**config.mk**
```make
export PLATFORM = sky130hd
export DESIGN_NAME = bounded_deque_with_value_delete_unit
export DESIGN_NICKNAME = d
export VERILOG_FILES = /design/src/sv/bdvd_pkg.sv /design/src/sv/bounded_deque_with_value_delete_unit.sv /design/src/sv/bdvd_cell.sv
export VERILOG_INCLUDE_DIRS = /design/src /design/src/sv
export SDC_FILE = /design/constraint.sdc
export NUM_CORES = 1
export LEC_CHECK = 0
export BUFFER_PORTS_ARGS = -buffer_cell sky130_fd_sc_hd__buf_2
export CAP_MARGIN = 30
export CORE_AREA = 2 2 189 265
export DETAILED_ROUTE_END_ITERATION = 12
export DIE_AREA = 0 0 191 267
export PLACE_DENSITY = 0.6
export REMOVE_ABC_BUFFERS = 1
export SLEW_MARGIN = 15
export SYNTH_ARGS = -nofsm -noshare
export SYNTH_HDL_FRONTEND = slang
export SYNTH_SLANG_ARGS = --single-unit
export TNS_END_PERCENT = 100
```
**constraint.sdc**
```tcl
create_clock -name clk_i -period 5.65 [get_ports clk_i]
set_clock_uncertainty 0.1 [all_clocks]
set_input_delay 0.8475 -clock clk_i [delete_from_list [all_inputs] [get_ports clk_i]]
set_output_delay 0.8475 -clock clk_i [all_outputs]
set_load 0.02 [all_outputs]
```
**src/sv/bounded_deque_with_value_delete_unit_macros.svh**
```systemverilog
// assertion macros used by the deque rtl
// no dependencies; clock and reset names follow the house port naming
`ifndef BOUNDED_DEQUE_WITH_VALUE_DELETE_UNIT_MACROS_SVH
`define BOUNDED_DEQUE_WITH_VALUE_DELETE_UNIT_MACROS_SVH

`ifndef SYNTHESIS

// same-cycle implication, checked out of reset
`define BDVD_ASSERT_IMPL(lbl, ante, cons, msg) \
  lbl: assert property (@(posedge clk_i) disable iff (!rst_ni) (ante) |-> (cons)) \
    else $error(msg);

// next-cycle implication, checked out of reset
`define BDVD_ASSERT_NEXT(lbl, ante, cons, msg) \
  lbl: assert property (@(posedge clk_i) disable iff (!rst_ni) (ante) |=> (cons)) \
    else $error(msg);

`else

`define BDVD_ASSERT_IMPL(lbl, ante, cons, msg)
`define BDVD_ASSERT_NEXT(lbl, ante, cons, msg)

`endif

`endif

```
**src/sv/bdvd_pkg.sv**
```systemverilog
// shared types and constants for the bounded deque with value delete
// no dependencies
`default_nettype none

package bdvd_pkg;

  localparam int CAPACITY   = 16;
  localparam int DATA_WIDTH = 16;
  localparam int IDX_W      = $clog2(CAPACITY);
  localparam int CNT_W      = $clog2(CAPACITY + 1);

  // action codes of an input beat
  typedef enum logic [2:0] {
    ACT_INS_FRONT = 3'd0,
    ACT_INS_BACK  = 3'd1,
    ACT_REM_FRONT = 3'd2,
    ACT_REM_BACK  = 3'd3,
    ACT_REM_VALUE = 3'd4
  } action_e;

  // result status codes
  typedef enum logic [1:0] {
    ST_DONE  = 2'd0,
    ST_FULL  = 2'd1,
    ST_EMPTY = 2'd2
  } status_e;

  // command broadcast to every cell, already qualified by full/empty
  typedef struct packed {
    logic                  ins_front;
    logic                  ins_back;
    logic                  rem_front;
    logic                  rem_value;
    logic [DATA_WIDTH-1:0] value;
  } cmd_t;

endpackage

`default_nettype wire

```
**src/sv/bounded_deque_with_value_delete_unit.sv**
```systemverilog
// Bounded deque of 16-bit words with front/back insert and remove and
// removal of the first entry equal to a given word. Built as a row of
// CAPACITY cells that all compare and shift in the same cycle, so one
// command beat is taken every clock and busy_o never rises. The result beat
// appears on the cycle after the command is accepted, marked by done_o for
// exactly one cycle; the receiver cannot stall it and must take it then.
// Throughput is one beat per cycle, set by the single compare-and-shift
// pass through the cell row.
// depends on bdvd_pkg, bdvd_cell and the assertion macro header
`default_nettype none

`include "bounded_deque_with_value_delete_unit_macros.svh"

module bounded_deque_with_value_delete_unit
  import bdvd_pkg::*;
(
  input  wire logic                  clk_i,
  input  wire logic                  rst_ni,
  input  wire logic                  start_i,
  input  wire logic [2:0]            action_i,
  input  wire logic [DATA_WIDTH-1:0] value_i,
  output logic                       busy_o,
  output logic                       done_o,
  output logic      [CNT_W-1:0]      count_o,
  output logic                       empty_res_o,
  output logic      [DATA_WIDTH-1:0] front_value_o,
  output logic      [DATA_WIDTH-1:0] back_value_o,
  output logic      [1:0]            status_o
);

  logic [CNT_W-1:0]      cnt_q, cnt_d;
  logic                  done_q;
  status_e               status_q, status_d;
  status_e               status_pre;
  cmd_t                  cmd;
  logic                  accept;
  logic                  full;
  logic                  empty;
  logic                  rem_back;
  logic                  found;
  logic [DATA_WIDTH-1:0] cell_data [CAPACITY];
  logic [CAPACITY:0]     seen;
  logic [CNT_W-1:0]      back_pos;

  assign busy_o = 1'b0;
  assign accept = start_i && !busy_o;
  assign full   = (cnt_q == CNT_W'(CAPACITY));
  assign empty  = (cnt_q == '0);

  // command decode and qualification
  always_comb begin
    cmd        = '0;
    cmd.value  = value_i;
    rem_back   = 1'b0;
    status_pre = ST_DONE;
    if (accept) begin
      case (action_e'(action_i))
        ACT_INS_FRONT: begin
          if (full) status_pre = ST_FULL;
          else      cmd.ins_front = 1'b1;
        end
        ACT_INS_BACK: begin
          if (full) status_pre = ST_FULL;
          else      cmd.ins_back = 1'b1;
        end
        ACT_REM_FRONT: begin
          if (empty) status_pre = ST_EMPTY;
          else       cmd.rem_front = 1'b1;
        end
        ACT_REM_BACK: begin
          if (empty) status_pre = ST_EMPTY;
          else       rem_back = 1'b1;
        end
        ACT_REM_VALUE: begin
          cmd.rem_value = 1'b1;
        end
        default: begin
          status_pre = ST_DONE;
        end
      endcase
    end
  end

  // value removal without a match reports empty
  assign status_d = (cmd.rem_value && !found) ? ST_EMPTY : status_pre;

  // cell row
  assign seen[0] = 1'b0;
  for (genvar i = 0; i < CAPACITY; i++) begin : g_cell
    logic [DATA_WIDTH-1:0] left;
    logic [DATA_WIDTH-1:0] right;
    if (i == 0) begin : g_head
      assign left = value_i;
    end else begin : g_body
      assign left = cell_data[i-1];
    end
    if (i == CAPACITY - 1) begin : g_end
      assign right = '0;
    end else begin : g_mid
      assign right = cell_data[i+1];
    end
    bdvd_cell u_cell (
      .clk_i   (clk_i),
      .cmd_i   (cmd),
      .idx_i   (IDX_W'(i)),
      .cnt_i   (cnt_q),
      .left_i  (left),
      .right_i (right),
      .seen_i  (seen[i]),
      .data_o  (cell_data[i]),
      .seen_o  (seen[i+1])
    );
  end
  assign found = seen[CAPACITY];

  // occupancy update
  always_comb begin
    cnt_d = cnt_q;
    if (cmd.ins_front || cmd.ins_back) begin
      cnt_d = cnt_q + CNT_W'(1);
    end else if (cmd.rem_front || rem_back || (cmd.rem_value && found)) begin
      cnt_d = cnt_q - CNT_W'(1);
    end
  end

  // control state and result status
  always_ff @(posedge clk_i or negedge rst_ni) begin
    if (!rst_ni) begin
      cnt_q    <= '0;
      done_q   <= 1'b0;
      status_q <= ST_DONE;
    end else begin
      cnt_q  <= cnt_d;
      done_q <= accept;
      if (accept) begin
        status_q <= status_d;
      end
    end
  end

  // result view from the updated row
  assign back_pos      = cnt_q - CNT_W'(1);
  assign done_o        = done_q;
  assign count_o       = cnt_q;
  assign empty_res_o   = empty;
  assign front_value_o = empty ? '0 : cell_data[0];
  assign back_value_o  = empty ? '0 : cell_data[back_pos[IDX_W-1:0]];
  assign status_o      = status_q;

  `BDVD_ASSERT_IMPL(a_cnt_bound, 1'b1, cnt_q <= CNT_W'(CAPACITY), "count above capacity")
  `BDVD_ASSERT_NEXT(a_done_follows, accept, done_q, "accepted beat gave no result")
  `BDVD_ASSERT_NEXT(a_no_spurious, !accept, !done_q, "result without a command")
  `BDVD_ASSERT_IMPL(a_full_status, done_q && (status_q == ST_FULL),
                    cnt_q == CNT_W'(CAPACITY), "full status with room left")
  `BDVD_ASSERT_NEXT(a_step_one, !accept, cnt_q == $past(cnt_q),
                    "count moved without a command")

endmodule

`default_nettype wire

```
**src/sv/bdvd_cell.sv**
```systemverilog
// one storage cell of the deque row: holds one entry, shifts to/from neighbors
// depends on bdvd_pkg
`default_nettype none

module bdvd_cell
  import bdvd_pkg::*;
(
  input  wire logic                  clk_i,
  input  wire cmd_t                  cmd_i,
  input  wire logic [IDX_W-1:0]      idx_i,
  input  wire logic [CNT_W-1:0]      cnt_i,
  input  wire logic [DATA_WIDTH-1:0] left_i,
  input  wire logic [DATA_WIDTH-1:0] right_i,
  input  wire logic                  seen_i,
  output logic      [DATA_WIDTH-1:0] data_o,
  output logic                       seen_o
);

  logic [DATA_WIDTH-1:0] data_q, data_d;
  logic                  valid;
  logic                  is_tail;
  logic                  match;
  logic                  we;

  // occupancy view of this slot
  assign valid   = ({1'b0, idx_i} < cnt_i);
  assign is_tail = ({1'b0, idx_i} == cnt_i);

  // first-match chain: once a match is seen, this and later cells close the gap
  assign match  = valid && cmd_i.rem_value && (data_q == cmd_i.value);
  assign seen_o = seen_i | match;

  // next entry selection
  always_comb begin
    data_d = data_q;
    we     = 1'b0;
    if (cmd_i.ins_front) begin
      data_d = left_i;
      we     = 1'b1;
    end else if (cmd_i.ins_back && is_tail) begin
      data_d = cmd_i.value;
      we     = 1'b1;
    end else if (cmd_i.rem_front || (cmd_i.rem_value && seen_o)) begin
      data_d = right_i;
      we     = 1'b1;
    end
  end

  // entry storage
  always_ff @(posedge clk_i) begin
    if (we) begin
      data_q <= data_d;
    end
  end

  assign data_o = data_q;

endmodule

`default_nettype wire
```
## Word-level counts from Yosys, hierarchy flattened

Index checks and enable logic that the tools add are counted.

| storage, ports and cells | value |
|---|---|
| register bits | 264 |
| bits in latches | 0 |
| memory bits (writable) | 0 |
| bits in read-only memories | 0 |
| input bits | 22 |
| word-level logic and storage cells | 328 |
| memories | 0 |

| cells by class | value |
|---|---|
| add/sub/neg operators | 2 |
| $mul | 0 |
| divide/modulo/power cells | 0 |
| magnitude comparators | 17 |
| eq/ne operators | 36 |
| shifts and indexed selects | 0 |
| mux-type cells | 116 |
| bitwise gates (word level) | 16 |
| reductions and logical operators | 122 |

Operator list:

| kind | number |
|---|---|
| $mux W16 | 52 |
| $eq A16 B16 Y1 | 16 |
| $logic_and A1 B1 Y1 | 65 |
| $bmux W16 S4 | 1 |
| $mux W1 | 57 |
| $reduce_bool A3 Y1 | 16 |
| $eq A4 B5 Y1 const A | 8 |
| $lt A4 B5 Y1 const A | 8 |
| $reduce_and A2 Y1 | 16 |
| $eq A3 B5 Y1 const A | 4 |
| $lt A3 B5 Y1 const A | 4 |
| $logic_or A1 B1 Y1 | 19 |
| $or A1 B1 Y1 | 15 |
| $eq A2 B5 Y1 const A | 2 |
| $lt A1 B5 Y1 const A | 2 |
| $lt A2 B5 Y1 const A | 2 |
| $mux W5 | 2 |
| $eq A3 B2 Y1 const B | 2 |
| $add A5 B1 Y5 const B | 1 |
| $eq A1 B5 Y1 const A | 1 |
| $eq A5 B5 Y1 const B | 1 |
| $ge A5 B5 Y1 const B | 1 |
| $logic_not A5 Y1 | 1 |
| $not A4 Y5 | 1 |
| 10 further kinds | 12 |

## Logic depth before layout (Yosys ltp)

| logic depth | value |
|---|---|
| depth after elaboration | 27 |
| gate-level depth with buffers | 16 |
| depth with buffers taken out | 10 |

## Modules after synthesis

Synthesis repeated with hierarchy kept, for this count alone.

| second synthesis, totals | value |
|---|---|
| cells, all modules | 2150 |
| area total of the unflattened synthesis | 21292.9 um^2 |

By module, submodules not included:

| module | instances | cells an instance | area an instance (um^2) | seq. area each (um^2) |
|---|---|---|---|---|
| bdvd_cell at g_cell[15].u_cell ... | 10 | 111 | 1141.1 | 480.5 |
| bdvd_cell at g_cell[0].u_cell ... | 6 | 110 | 1129.8 | 480.5 |
| bounded_deque_with_value_delete_unit | 1 | 380 | 3103.0 | 200.2 |

## Least setup slack after synthesis

Ideal clock, no wire load.

| path | value |
|---|---|
| kind | reg2out |
| start | register cnt_q[0], in the netlist count_o[0] |
| end | output port back_value_o[10] |
| arrival | 3.910 ns |
| data required time | 4.703 ns |
| slack | 0.793 ns |
| cell stages (with the launch flop) | 13 |
| buffers on the path | 7 |
| path through | dfrtp_1 > buf_2 > buf_2 > buf_2 > buf_1 > inv_1 > ha_1 > buf_2 > clkbuf_1 > clkbuf_1 > mux4_2 > mux2i_1 > a211oi_1 |

| between the ends | value |
|---|---|
| word-level cells in the longest chain between the ends | 6 |

RTL lines:

| element | RTL line | source |
|---|---|---|
| start: declaration | bounded_deque_with_value_delete_unit.sv:31 | `logic [CNT_W-1:0] cnt_q, cnt_d;` |
| start signal: assignment | bounded_deque_with_value_delete_unit.sv:133 | `cnt_q <= cnt_d;` |
| $sub A5 B1 Y5 | bounded_deque_with_value_delete_unit.sv:142 | `assign back_pos = cnt_q - CNT_W'(1);` |
| $not A4 Y5 (implied by the code) | bounded_deque_with_value_delete_unit.sv:147 | `assign back_value_o = empty ? '0 : cell_data[back_pos[IDX_W-1:0]];` |
| $bmux W16 S4 | bounded_deque_with_value_delete_unit.sv:147 |  |
| $mux W16 (implied by the code) (2 in series) | bounded_deque_with_value_delete_unit.sv:147 |  |
| $mux W16 (*) | bounded_deque_with_value_delete_unit.sv:147 |  |
| end: declaration | bounded_deque_with_value_delete_unit.sv:27 | `output logic [DATA_WIDTH-1:0] back_value_o,` |

Every way passes the cells marked *; elsewhere a longest branch is shown, timed or not. The select of a mux whose other input is x is not followed.

## Final worst setup path

Same ends and word-level chain as after synthesis.

==> impl_metrics.tcl <==
set metrics [dict create \
    h-tree-depth 1 \
    synthArstFlopShare 0.0303 \
    numCtsBuffers 29 \
    grt_use_met3 0.0263 \
    period_share 0.856 \
    viasPerCell 5.92 \
    routed_wl_um 64000 \
    synth_simple_gate_area_frac 0.116 \
    synth_xor_area_frac 0.120 \
    ys_types 68 \
    arrival_ps 3890 \
    path_clk_slew_ps 60 \
    syn_area_mm2 0.0192 \
    synthAdderAreaFrac 0.00325 \
    fmax_mhz 207 \
    worst_pin_slew_ps 971 \
    grt_pass1_vias 14100 \
    muxShareOfSynthArea 0.210 \
    drc_errors 0 \
    yosysTopAreaCellShare 0.400 \
    critPathMaxFanout 30 \
    synth_top_family_by_area "multiplexers" \
    setup_viol 0 \
    fillers 4672 \
    first_pass_iters 8 \
    r2r_slack_ps 1010 \
    grt.busiest_layer "met2" \
    min_period_ps 4830 \
    cp.required_ps 4700 \
    netlist_instances 1780 \
    synthMostInstantiatedCell "edfxtp_1" \
    synth_edf_count 256 \
    placed_cell_area_mm2 0.0198 \
    grt_remaining_overflow 0 \
    avgSynthCellArea_um2 10.8 \
    wl_per_cell_um 26.6 \
    track_usage 0.250 \
    ys.flop_type "edfxtp_1" \
    yosys.area.top_type "edfxtp_1" \
    hold_viol 0 \
    pin_count 64 \
    area.growth.synth_to_final_pct 8.12 \
    yosys_register_bits 264 \
    cts_setup_buffers 0 \
    grt_pass1_wl_um 94200 \
    dieHeight_um 267 \
    initialDrtViolationCount 1443 \
    slew_headroom 0.351 \
    p_per_area_mw_per_mm2 386 \
    synth_common_cells "edfxtp_1, nand2_1, mux2i_1" \
    ys_warn_count 0 \
    fin_hold_ws_ps 343 \
    status "finished, final reports clean" \
    cts_sinks 264 \
    die_w_um 191 \
    gr-usage-met2 0.445 \
    port_buffers 62 \
    final_nets 1776 \
    critPathLaunchType "flip-flop" \
    n_antenna_cell 0 \
    clk_path_buf_depth 3 \
    cts_root_buffer "clkbuf_16" \
    synth_seq_area_share 0.410 \
    core_mm2 0.0486 \
    design_area_mm2 0.0208 \
    ant_nets 0 \
    synthTopCellsByArea "edfxtp_1, mux2i_1, mux4_2" \
    hold_class "in2reg" \
    synth-compound-area-share 0.0913 \
    hpwl_um 46900 \
    worstSetupEndpointType "primary output" \
    rows 96 \
    p_leak_nw 7.29 \
    hold_buffers 1 \
    maxCapViolCount 0 \
    ir_drop_mv 0.335 \
    finalMaxSlewViolations 0 \
    cts_tree "done" \
    antenna_found_initial 2 \
    use_met1 0.287 \
    initial_utilization 0.395 \
    die-area_mm2 0.0510 \
    path_class "reg2out" \
    drive_gt1_frac 0.143 \
    clk_latency_ps 590 \
    grt_max_degree 138 \
    gp_routability_congestion 0.968 \
    cts_resized 0 \
    rsz0062_at_grt "no" \
    vias 14200 \
    finalSetupTns_ps 0 \
]
[stage by stage]
step	setup WS (ps)	cells	utilization	power (mW)
floorplan	-5800	1610	-	4.86
global placement	1120	2350	0.407	6.07
detailed placement	1050	2352	0.408	6.09
CTS	760	2406	0.426	8.00
global route	608	2408	0.427	8.29
finish	816	2408	0.427	8.03
[where the power goes]
group / total, mW / internal [mW] / leakage [nW] / switching, mW
Sequential: 2.52 / 2.31 / 2.45 / 0.213
Combinational: 3.60 / 1.41 / 4.40 / 2.19
Clock: 1.91 / 1.07 / 0.440 / 0.840
[flip-flops by register name (all words and copies together), names as in the netlist]
| name | flops |
|---|---|
| count_o | 5 |
| g_cell.u_cell.data_o | 256 |
| done_o | 1 |
| status_o | 2 |
[layer usage]
metal	vias up	part of all wire	routed length, um
li1	6458	-	-
met1	7014	0.37	23400
met2	602	0.52	33000
met3	171	0.052	3300
met5	-	0.00039	25
met4	4	0.065	4160
[cell type report]
cell class | instances | area [um^2] | share of cell area
Clock buffer | 36 | 752 | 0.0362
Inverter | 5 | 18.8 | 0.000903
Sequential cell | 264 | 7890 | 0.380
Multi-Input combinational cell | 1341 | 10400 | 0.502
Clock inverter | 17 | 151 | 0.00729
Tap cell | 637 | 797 | 0.0384
Timing Repair Buffer | 108 | 739 | 0.0356
[critical path: stages (launching register included)]
cell and delay (ps):
dfrtp_4 670, buf_4 490, buf_4 600, mux4_2 380, nor2b_1 150, a211oi_1 60, a211oi_1 550, buf_2 280
[cell families (layout without fill, tap and decap cells)]
logic type,after synthesis,in the layout
AND/OR/NAND/NOR,446,446
AO/OA/AOI/OAI,304,304
adder cells (fa/ha/maj),5,5
multiplexers,322,322
flip-flops,264,264
buffers and inverters,175,166
other,1,1
XOR/XNOR,263,263
[placed cells by master, fill, tap and decap left out, drive strengths merged, types with 31 or more instances in the layout]
| master | netlist | layout |
|---|---|---|
| mux2i | 242 | 242 |
| clkbuf | 64 | 36 |
| o21ai | 228 | 228 |
| nand2 | 252 | 252 |
| buf | 106 | 107 |
| nand4 | 31 | 31 |
| xor2 | 151 | 151 |
| mux4 | 64 | 64 |
| a211oi | 35 | 35 |
| edfxtp | 256 | 256 |
| xnor2 | 112 | 112 |
| nor4 | 39 | 39 |
[worst paths after layout]
path,cells past startpoint,endpoint,from
min in group asynchronous,2,done_o,rst_ni
max in group asynchronous,2,count_o[0],rst_ni
hold / removal,1,done_o,start_i
setup / recovery,7,back_value_o[10],count_o[0]
setup reg to reg,10,g_cell[10].u_cell.data_o[1],count_o[3]
hold reg to reg,1,status_o[1],status_o[1]
Power figures use the tool's default switching activity.
